## config.mk

```make
export PLATFORM = sky130hd
export DESIGN_NAME = isolated_pixel_check_unit
export DESIGN_NICKNAME = d
export VERILOG_FILES = /design/src/hdl/ipc_pkg.sv /design/src/hdl/ipc_cell.sv /design/src/hdl/ipc_result.sv /design/src/hdl/isolated_pixel_check_unit.sv
export SDC_FILE = /design/constraint.sdc
export NUM_CORES = 1
export LEC_CHECK = 0
export ABC_AREA = 0
export BUFFER_PORTS_ARGS = -buffer_cell sky130_fd_sc_hd__buf_2
export CORE_ASPECT_RATIO = 2
export CORE_MARGIN = 8
export CORE_UTILIZATION = 64
export DETAILED_ROUTE_END_ITERATION = 10
export PLACE_DENSITY = 0.77
export RECOVER_POWER = 100
export SKIP_CTS_REPAIR_TIMING = 1
export SLEW_MARGIN = 5
export SYNTH_ARGS = -nofsm -noshare
export SYNTH_HDL_FRONTEND = slang
export SYNTH_SLANG_ARGS = --single-unit
```

## constraint.sdc

```tcl
create_clock -name clk -period 8.5 [get_ports clk]
set_input_delay 1.275 -clock clk [delete_from_list [all_inputs] [get_ports clk]]
set_output_delay 1.275 -clock clk [all_outputs]
set_load 0.05 [all_outputs]
```

## src/hdl/ipc_pkg.sv

```systemverilog
// Shared types and constants of the isolated pixel check unit.
// No dependencies; used by ipc_cell, ipc_result and isolated_pixel_check_unit.
package ipc_pkg;

    // Width and reset value of the frame size registers
    localparam int CFG_W = 7;
    localparam logic [CFG_W-1:0] CFG_SIZE_RESET = 7'd64;

    // Configuration register indexes
    typedef enum logic [0:0] {
        CFG_IMAGE_WIDTH  = 1'b0,
        CFG_IMAGE_HEIGHT = 1'b1
    } cfg_index_t;

    // Controls shared by every column cell
    typedef struct packed {
        logic adv;        // pixel transfer this cycle
        logic pixel;      // pixel value of the transfer
        logic row_end;    // transfer ends a row
        logic frame_end;  // transfer ends the frame
    } ipc_ctrl_t;

endpackage

```

## src/hdl/ipc_cell.sv

```systemverilog
// One column cell of the isolated pixel check: row-above bit, current-row bit
// and pending bit. Depends on ipc_pkg; chained by isolated_pixel_check_unit.
module ipc_cell (
    input  logic              clk,
    input  logic              rst_n,
    input  ipc_pkg::ipc_ctrl_t ctrl,
    input  logic              sel,        // this column takes the pixel
    input  logic              in_row,     // column lies inside the frame width
    input  logic              left_cur,   // current-row bit of the left cell
    input  logic              right_clr,  // right cell found this pixel as neighbour
    output logic              cur,        // current-row bit, to the right cell
    output logic              clr_left,   // clear the left cell's pending bit
    output logic              pend,       // pending bit as held
    output logic              pend_final  // pending bit after this transfer
);
    import ipc_pkg::*;

    logic prev_reg, prev_next;
    logic cur_reg, cur_next;
    logic pend_reg, pend_next;
    logic cur_upd, pend_upd;

    assign cur      = cur_reg;
    assign pend     = pend_reg;
    assign clr_left = sel && ctrl.pixel && left_cur;

    // Apply the pixel and the neighbour clear
    always_comb
    begin
        cur_upd  = cur_reg;
        pend_upd = pend_reg;
        if (sel)
        begin
            cur_upd  = ctrl.pixel;
            pend_upd = ctrl.pixel && !prev_reg && !left_cur;
        end
        if (right_clr)
        begin
            pend_upd = 1'b0;
        end
    end

    assign pend_final = pend_upd;

    // Roll the row over at row end, clear everything at frame end
    always_comb
    begin
        prev_next = prev_reg;
        cur_next  = cur_reg;
        pend_next = pend_reg;
        if (ctrl.adv)
        begin
            cur_next  = cur_upd;
            pend_next = pend_upd;
            if (ctrl.frame_end)
            begin
                prev_next = 1'b0;
                cur_next  = 1'b0;
                pend_next = 1'b0;
            end
            else if (ctrl.row_end)
            begin
                prev_next = in_row ? cur_upd : 1'b0;
                cur_next  = 1'b0;
                if (!in_row)
                begin
                    pend_next = 1'b0;
                end
            end
        end
    end

    always_ff @(posedge clk or negedge rst_n)
    begin
        if (!rst_n)
        begin
            prev_reg <= 1'b0;
            cur_reg  <= 1'b0;
            pend_reg <= 1'b0;
        end
        else
        begin
            prev_reg <= prev_next;
            cur_reg  <= cur_next;
            pend_reg <= pend_next;
        end
    end

endmodule

```

## src/hdl/ipc_result.sv

```systemverilog
// Frame result stage: captures the pending bits at frame end, reduces them
// and holds the result for the receiver. Depends on ipc_pkg.
module ipc_result #(
    parameter int MAX_WIDTH = 64
) (
    input  logic                 clk,
    input  logic                 rst_n,
    input  logic                 load,       // frame-end pixel transfer
    input  logic                 flag,       // no isolated pixel above the last row
    input  logic [MAX_WIDTH-1:0] pend,       // last-row pending bits, masked to width
    output logic                 full,       // both stages held and receiver stalls
    output logic                 result_valid,
    input  logic                 result_stall,
    output logic                 all_have_neighbor
);
    import ipc_pkg::*;

    logic                 snap_valid_reg, snap_valid_next;
    logic                 snap_flag_reg;
    logic [MAX_WIDTH-1:0] snap_pend_reg;
    logic                 out_valid_reg, out_valid_next;
    logic                 out_data_reg;
    logic                 advance;

    assign advance = snap_valid_reg && (!out_valid_reg || !result_stall);
    assign full    = snap_valid_reg && out_valid_reg && result_stall;

    // Snapshot and output valid control
    always_comb
    begin
        snap_valid_next = snap_valid_reg;
        if (load)
        begin
            snap_valid_next = 1'b1;
        end
        else if (advance)
        begin
            snap_valid_next = 1'b0;
        end
        out_valid_next = out_valid_reg;
        if (advance)
        begin
            out_valid_next = 1'b1;
        end
        else if (!result_stall)
        begin
            out_valid_next = 1'b0;
        end
    end

    always_ff @(posedge clk or negedge rst_n)
    begin
        if (!rst_n)
        begin
            snap_valid_reg <= 1'b0;
            out_valid_reg  <= 1'b0;
        end
        else
        begin
            snap_valid_reg <= snap_valid_next;
            out_valid_reg  <= out_valid_next;
        end
    end

    // Hold the captured frame state and the reduced result
    always_ff @(posedge clk)
    begin
        if (load)
        begin
            snap_flag_reg <= flag;
            snap_pend_reg <= pend;
        end
        if (advance)
        begin
            out_data_reg <= snap_flag_reg && !(|snap_pend_reg);
        end
    end

    assign result_valid      = out_valid_reg;
    assign all_have_neighbor = out_data_reg;

endmodule

```

## src/hdl/isolated_pixel_check_unit.sv

```systemverilog
// Isolated pixel check over a binary image: top level with the column cell chain,
// counters and configuration. Depends on ipc_pkg, ipc_cell and ipc_result.
//
// Usage:
//   Pixels arrive in raster order on pixel / pixel_valid / pixel_stall; a
//   transfer happens when pixel_valid is high and pixel_stall is low. One
//   pixel can be taken every clock. The frame size sits in two registers
//   written over cfg_valid / cfg_ready / cfg_index / cfg_data; cfg_ready is
//   always high. Sizes of zero act as one, sizes above the maximum saturate.
//   After the last pixel of a frame one result appears on all_have_neighbor
//   with result_valid: the transfer captures the pending bits, and the
//   output register takes their reduction once it is free. The next frame
//   streams in meanwhile at one pixel per clock while pixel_stall is low.
//   A result waits while result_stall is high; pixel_stall rises only when a
//   second result is captured behind a held one.
//   Reset (rst_n low, asynchronous) clears the cells and counters, sets the
//   flag and sets both size registers to 64.
module isolated_pixel_check_unit #(
    parameter int MAX_WIDTH  = 64,
    parameter int MAX_HEIGHT = 64
) (
    input  logic                         clk,
    input  logic                         rst_n,
    input  logic                         pixel_valid,
    output logic                         pixel_stall,
    input  logic                         pixel,
    output logic                         result_valid,
    input  logic                         result_stall,
    output logic                         all_have_neighbor,
    input  logic                         cfg_valid,
    output logic                         cfg_ready,
    input  ipc_pkg::cfg_index_t          cfg_index,
    input  logic [ipc_pkg::CFG_W-1:0]    cfg_data
);
    import ipc_pkg::*;

    localparam int CB = $clog2(MAX_WIDTH);
    localparam int RB = $clog2(MAX_HEIGHT);

    logic [CFG_W-1:0] width_reg, width_next;
    logic [CFG_W-1:0] height_reg, height_next;
    logic [CB-1:0]    col_cnt_reg, col_cnt_next;
    logic [RB-1:0]    row_cnt_reg, row_cnt_next;
    logic             flag_reg, flag_next;

    logic [CB-1:0]    last_col, col;
    logic [RB-1:0]    last_row, row;
    logic             adv, row_end, frame_end, kill, full;
    ipc_ctrl_t        ctrl;

    logic [MAX_WIDTH-1:0] cur_vec, clr_vec, pend_vec, pend_fin_vec;
    logic [MAX_WIDTH-1:0] sel_vec, in_row_vec;

    // Configuration writes
    assign cfg_ready = 1'b1;

    always_comb
    begin
        width_next  = width_reg;
        height_next = height_reg;
        if (cfg_valid)
        begin
            case (cfg_index)
                CFG_IMAGE_WIDTH:  width_next  = cfg_data;
                CFG_IMAGE_HEIGHT: height_next = cfg_data;
                default:          ;
            endcase
        end
    end

    // Effective last column and row, sizes clamped to one and to the maximum
    always_comb
    begin
        if (width_reg == '0)
        begin
            last_col = '0;
        end
        else if (32'(width_reg) > MAX_WIDTH)
        begin
            last_col = CB'(MAX_WIDTH - 1);
        end
        else
        begin
            last_col = CB'(width_reg - 1'b1);
        end
        if (height_reg == '0)
        begin
            last_row = '0;
        end
        else if (32'(height_reg) > MAX_HEIGHT)
        begin
            last_row = RB'(MAX_HEIGHT - 1);
        end
        else
        begin
            last_row = RB'(height_reg - 1'b1);
        end
    end

    // Saturate the position to the frame after a size change
    assign col       = (col_cnt_reg > last_col) ? last_col : col_cnt_reg;
    assign row       = (row_cnt_reg > last_row) ? last_row : row_cnt_reg;
    assign row_end   = (col == last_col);
    assign frame_end = row_end && (row == last_row);

    assign pixel_stall = full;
    assign adv         = pixel_valid && !pixel_stall;

    assign ctrl.adv       = adv;
    assign ctrl.pixel     = pixel;
    assign ctrl.row_end   = row_end;
    assign ctrl.frame_end = frame_end;

    // Pixel above left pending and this pixel clear: the one above is isolated
    assign kill = pend_vec[col] && !pixel;

    // Advance counters and flag
    always_comb
    begin
        col_cnt_next = col_cnt_reg;
        row_cnt_next = row_cnt_reg;
        flag_next    = flag_reg;
        if (adv)
        begin
            if (frame_end)
            begin
                col_cnt_next = '0;
                row_cnt_next = '0;
                flag_next    = 1'b1;
            end
            else
            begin
                flag_next = flag_reg && !kill;
                if (row_end)
                begin
                    col_cnt_next = '0;
                    row_cnt_next = row + 1'b1;
                end
                else
                begin
                    col_cnt_next = col + 1'b1;
                    row_cnt_next = row;
                end
            end
        end
    end

    always_ff @(posedge clk or negedge rst_n)
    begin
        if (!rst_n)
        begin
            width_reg   <= CFG_SIZE_RESET;
            height_reg  <= CFG_SIZE_RESET;
            col_cnt_reg <= '0;
            row_cnt_reg <= '0;
            flag_reg    <= 1'b1;
        end
        else
        begin
            width_reg   <= width_next;
            height_reg  <= height_next;
            col_cnt_reg <= col_cnt_next;
            row_cnt_reg <= row_cnt_next;
            flag_reg    <= flag_next;
        end
    end

    // Chain of column cells
    for (genvar i = 0; i < MAX_WIDTH; i++)
    begin : g_cell
        logic left_cur, right_clr;

        assign sel_vec[i]    = (col == CB'(i));
        assign in_row_vec[i] = (CB'(i) <= last_col);

        if (i == 0)
        begin : g_first
            assign left_cur = 1'b0;
        end
        else
        begin : g_inner
            assign left_cur = cur_vec[i-1];
        end

        if (i == MAX_WIDTH - 1)
        begin : g_last
            assign right_clr = 1'b0;
        end
        else
        begin : g_body
            assign right_clr = clr_vec[i+1];
        end

        ipc_cell u_cell (
            .clk        (clk),
            .rst_n      (rst_n),
            .ctrl       (ctrl),
            .sel        (sel_vec[i]),
            .in_row     (in_row_vec[i]),
            .left_cur   (left_cur),
            .right_clr  (right_clr),
            .cur        (cur_vec[i]),
            .clr_left   (clr_vec[i]),
            .pend       (pend_vec[i]),
            .pend_final (pend_fin_vec[i])
        );
    end

    // Frame result capture and output
    ipc_result #(
        .MAX_WIDTH (MAX_WIDTH)
    ) u_result (
        .clk               (clk),
        .rst_n             (rst_n),
        .load              (adv && frame_end),
        .flag              (flag_reg && !kill),
        .pend              (pend_fin_vec & in_row_vec),
        .full              (full),
        .result_valid      (result_valid),
        .result_stall      (result_stall),
        .all_have_neighbor (all_have_neighbor)
    );

endmodule
```

==> results.json <==
{
  "clock_latency_ps": 590,
  "r2r_end": "u_result.snap_pend_reg[12]$_DFFE_PP_",
  "skew_ps": 31.32,
  "dp_worst_setup_slack_ps": 2077,
  "place_inst": 2307,
  "seqCellArea_um2": 7516,
  "synth_seq_area_share": 0.4271,
  "yosysTopAreaCell": "dfrtp_1",
  "p_leak_nw": 7.410,
  "fill_cells": 2256,
  "ir_drop_mv": 0.3569,
  "fmax_mhz": 137.7,
  "worstHoldStart": "u_result.snap_valid_reg$_DFFE_PN0P_",
  "io_pins": 18,
  "layout_commonest_cell": "nand2_1",
  "num_rows": 86,
  "tns_ps": 0,
  "area_delta_synth_final_pct": 6.286,
  "multi_input_area_um2": 9159,
  "netSwitchingFraction": 0.4690,
  "yosys-top-cells-area": "dfrtp_1, edfxtp_1, nand2_1, nor2_1, a21oi_1",
  "min_path_cells": 1,
  "p_comb_frac": 0.467,
  "routed_wl_mm": 65.54,
  "cts_made_buffers": 28,
  "crit_path_end_kind": "flip-flop",
  "fin_crit_sh": 0.8543,
  "nets": 2016,
  "maxCapViolCount": 3,
  "violations": "max-capacitance violations, max-slew violations",
  "vias_per_cell": 7.221,
  "status": "complete, but fails checks",
  "power_density_nw_per_um2": 345.3,
  "crit_fanout": 25,
  "worstPathRequired_ps": 8840,
  "worst_slew_pin_slew_ps": 5847,
  "start_util": 0.6438,
  "synthDistinctLibCells": 96,
  "ys_seq_elements": 287,
  "synth_cells": 2038,
  "vias": 17042,
  "cts.sinks": 287,
  "rsz0062_at_grt": "no",
  "hold_path_end": "u_result.result_valid$_DFFE_PN0P_",
  "synth_edf_count": 66,
  "wire_per_inst_um": 27.77,
  "layoutNonFillerInstCount": 2360,
  "place_hpwl_mm": 43.55,
  "ys_warn_count": 0,
  "power.switching_mw": 3.029,
  "htreeDepth": 1,
  "r2r_slack_ps": 1240,
  "hold_path.class": "flip-flop to flip-flop",
  "syn_area_um2": 17600,
  "syn_area_per_cell_um2": 8.634,
  "arrival_ps": 7600,
  "hold_viol_final": 0,
  "slew_violations": 126,
  "post-route-util": 0.6843,
  "gp_congestion": 1.056,
  "grt-ovfl-total": 0,
  "clkSlewWorstSetupHoldPaths_ps": 70,
  "p_seq_frac": 0.339,
  "worstSetupPathType": "flip-flop to flip-flop",
  "drt.antenna.violating_nets": 0,
  "core_um2": 27330,
  "die_x_um": 133.2,
  "setup_violations": 0,
  "drc": 0,
  "startpoint": "width_reg[0]$_DFFE_PN0P_",
  "cts_buffer_depth": 3,
  "grt_first_pass_wirelength_mm": 99.32,
  "cp-start-kind": "flip-flop",
  "grt_start_max_net_pins": 121,
  "first_global_vias": 16189,
  "io_buffers": 16,
  "r2r_cells": 17,
  "yosysTopAreaCellShare": 0.3100,
  "ys.flop_type": "dfrtp_1",
  "reg2reg_from": "width_reg[0]$_DFFE_PN0P_",
  "fin_crit_ps": 7261,
  "grt_use_total": 0.3870,
  "syn_nets": 2069,
  "dr.first_iter.drc_count": 2094,
  "internal-power_mw": 3.430,
  "layout_common_cells": "nand2_1, dfrtp_1, nor2_1",
  "hold_ws_ps": 469.4,
  "clock-root-buffer": "clkbuf_16",
  "die_area_um2": 33380,
  "drive_gt1_frac": 0.08321,
  "cts_tree": "done",
  "fin_ws_ps": 1239,
  "firstDrtPassIters": 8,
  "antenna_found_initial": 0,
  "dieHeight_um": 250.5,
  "clkPwrFrac": 0.194,
  "async_reset_ff_frac": 0.7700,
  "max_slew_margin": -2.898
}
==> power groups by stage <==
stage                     combinational, mW  sequential (mW)  clock (mW)
after detailed placement               2.90             2.19           0
after floorplan                        2.08             2.04           0
after global placement                 2.87             2.19           0
after global routing                   3.22             2.22        1.30
final                                  3.02             2.19        1.25
after CTS                              2.92             2.17        1.25
==> stage by stage <==
stage,power (mW),instance area [um^2]
3_5_place_dp,5.090,17880
6_report,6.459,18700
5_1_grt,6.743,18700
3_3_place_gp,5.057,17880
2_1_floorplan,4.111,17600
4_1_cts,6.344,18780
==> worst max-delay path, stage by stage (launching register included) <==
cell and delay (ps):
dfrtp_1 480, inv_1 210, ha_1 580, nor3b_1 420
xor2_1 450, a21o_1 600, inv_1 170, ha_1 330
and4_1 230, o21ai_0 240, a31o_1 980, nand3_1 440
o22ai_1 270, clkbuf_1 590, nand3_1 440, o22ai_1 320
a211oi_1 80, and2_0 160
==> synthesized netlist by cell type, drive strengths merged, types with 7 or more instances <==
cell type and number:
o21ai 141, a32oi 12, xnor2 10, nand2b 8, o31ai 57, a21o 20
mux2 37, a22o 35, a31oi 27, nor2b 11, xor2 7, ha 17
mux2i 53, o221ai 15, nor3 44, and3 9, nand2 269, a21oi 156
clkbuf 82, o211ai 7, edfxtp 66, nor2 216, nand3 66, a211oi 44
and2 15, nand4 13, buf 54, o21a 16, nor4 28, dfrtp 218
inv 89, o22ai 67, o41ai 28
==> kinds of logic (layout without fill, tap and decap cells) <==
| logic type | after synthesis | after routing | synth area share |
|---|---|---|---|
| xor gates and xnor gates | 17 | 17 | 0.008462 |
| muxes | 90 | 90 | 0.05383 |
| other | 1 | 2 | 0.0002131 |
| DFF | 287 | 287 | 0.4271 |
| and+or+nand+nor | 707 | 707 | 0.1808 |
| adders and majority gates | 21 | 21 | 0.01436 |
| AOI/OAI and AO/OA | 689 | 689 | 0.2616 |
| buffers and inverters | 226 | 195 | 0.05354 |
==> per-layer routing <==
| layer | GRT usage | part of all wire |
|---|---|---|
| met2 | 0.5782 | 0.44 |
| met1 | 0.4733 | 0.35 |
| met3 | 0.07845 | 0.11 |
| met5 | 0 | 0 |
| met4 | 0.3217 | 0.098 |
==> final cells by class <==
cell class,count,area share
tap,352,0.02355
sequential,287,0.4019
clock inverter,14,0.007426
clock buffer,38,0.04054
inverter,90,0.01806
antenna,1,0.0001338
multi-input combinational,1525,0.4897
timing repair buffer,53,0.01867
==> worst max path at each step <==
| stage | to | cells after the start |
|---|---|---|
| after floorplan | u_result.snap_flag_reg$_DFFE_PP_ | 20 |
| after global placement | flag_reg$_DFFE_PN1P_ | 17 |
| after detailed placement | flag_reg$_DFFE_PN1P_ | 17 |
| after CTS | flag_reg$_DFFE_PN1P_ | 17 |
| after global routing | u_result.snap_pend_reg[8]$_DFFE_PP_ | 17 |
| final | u_result.snap_pend_reg[12]$_DFFE_PP_ | 17 |
Power figures use the tool's default switching activity.
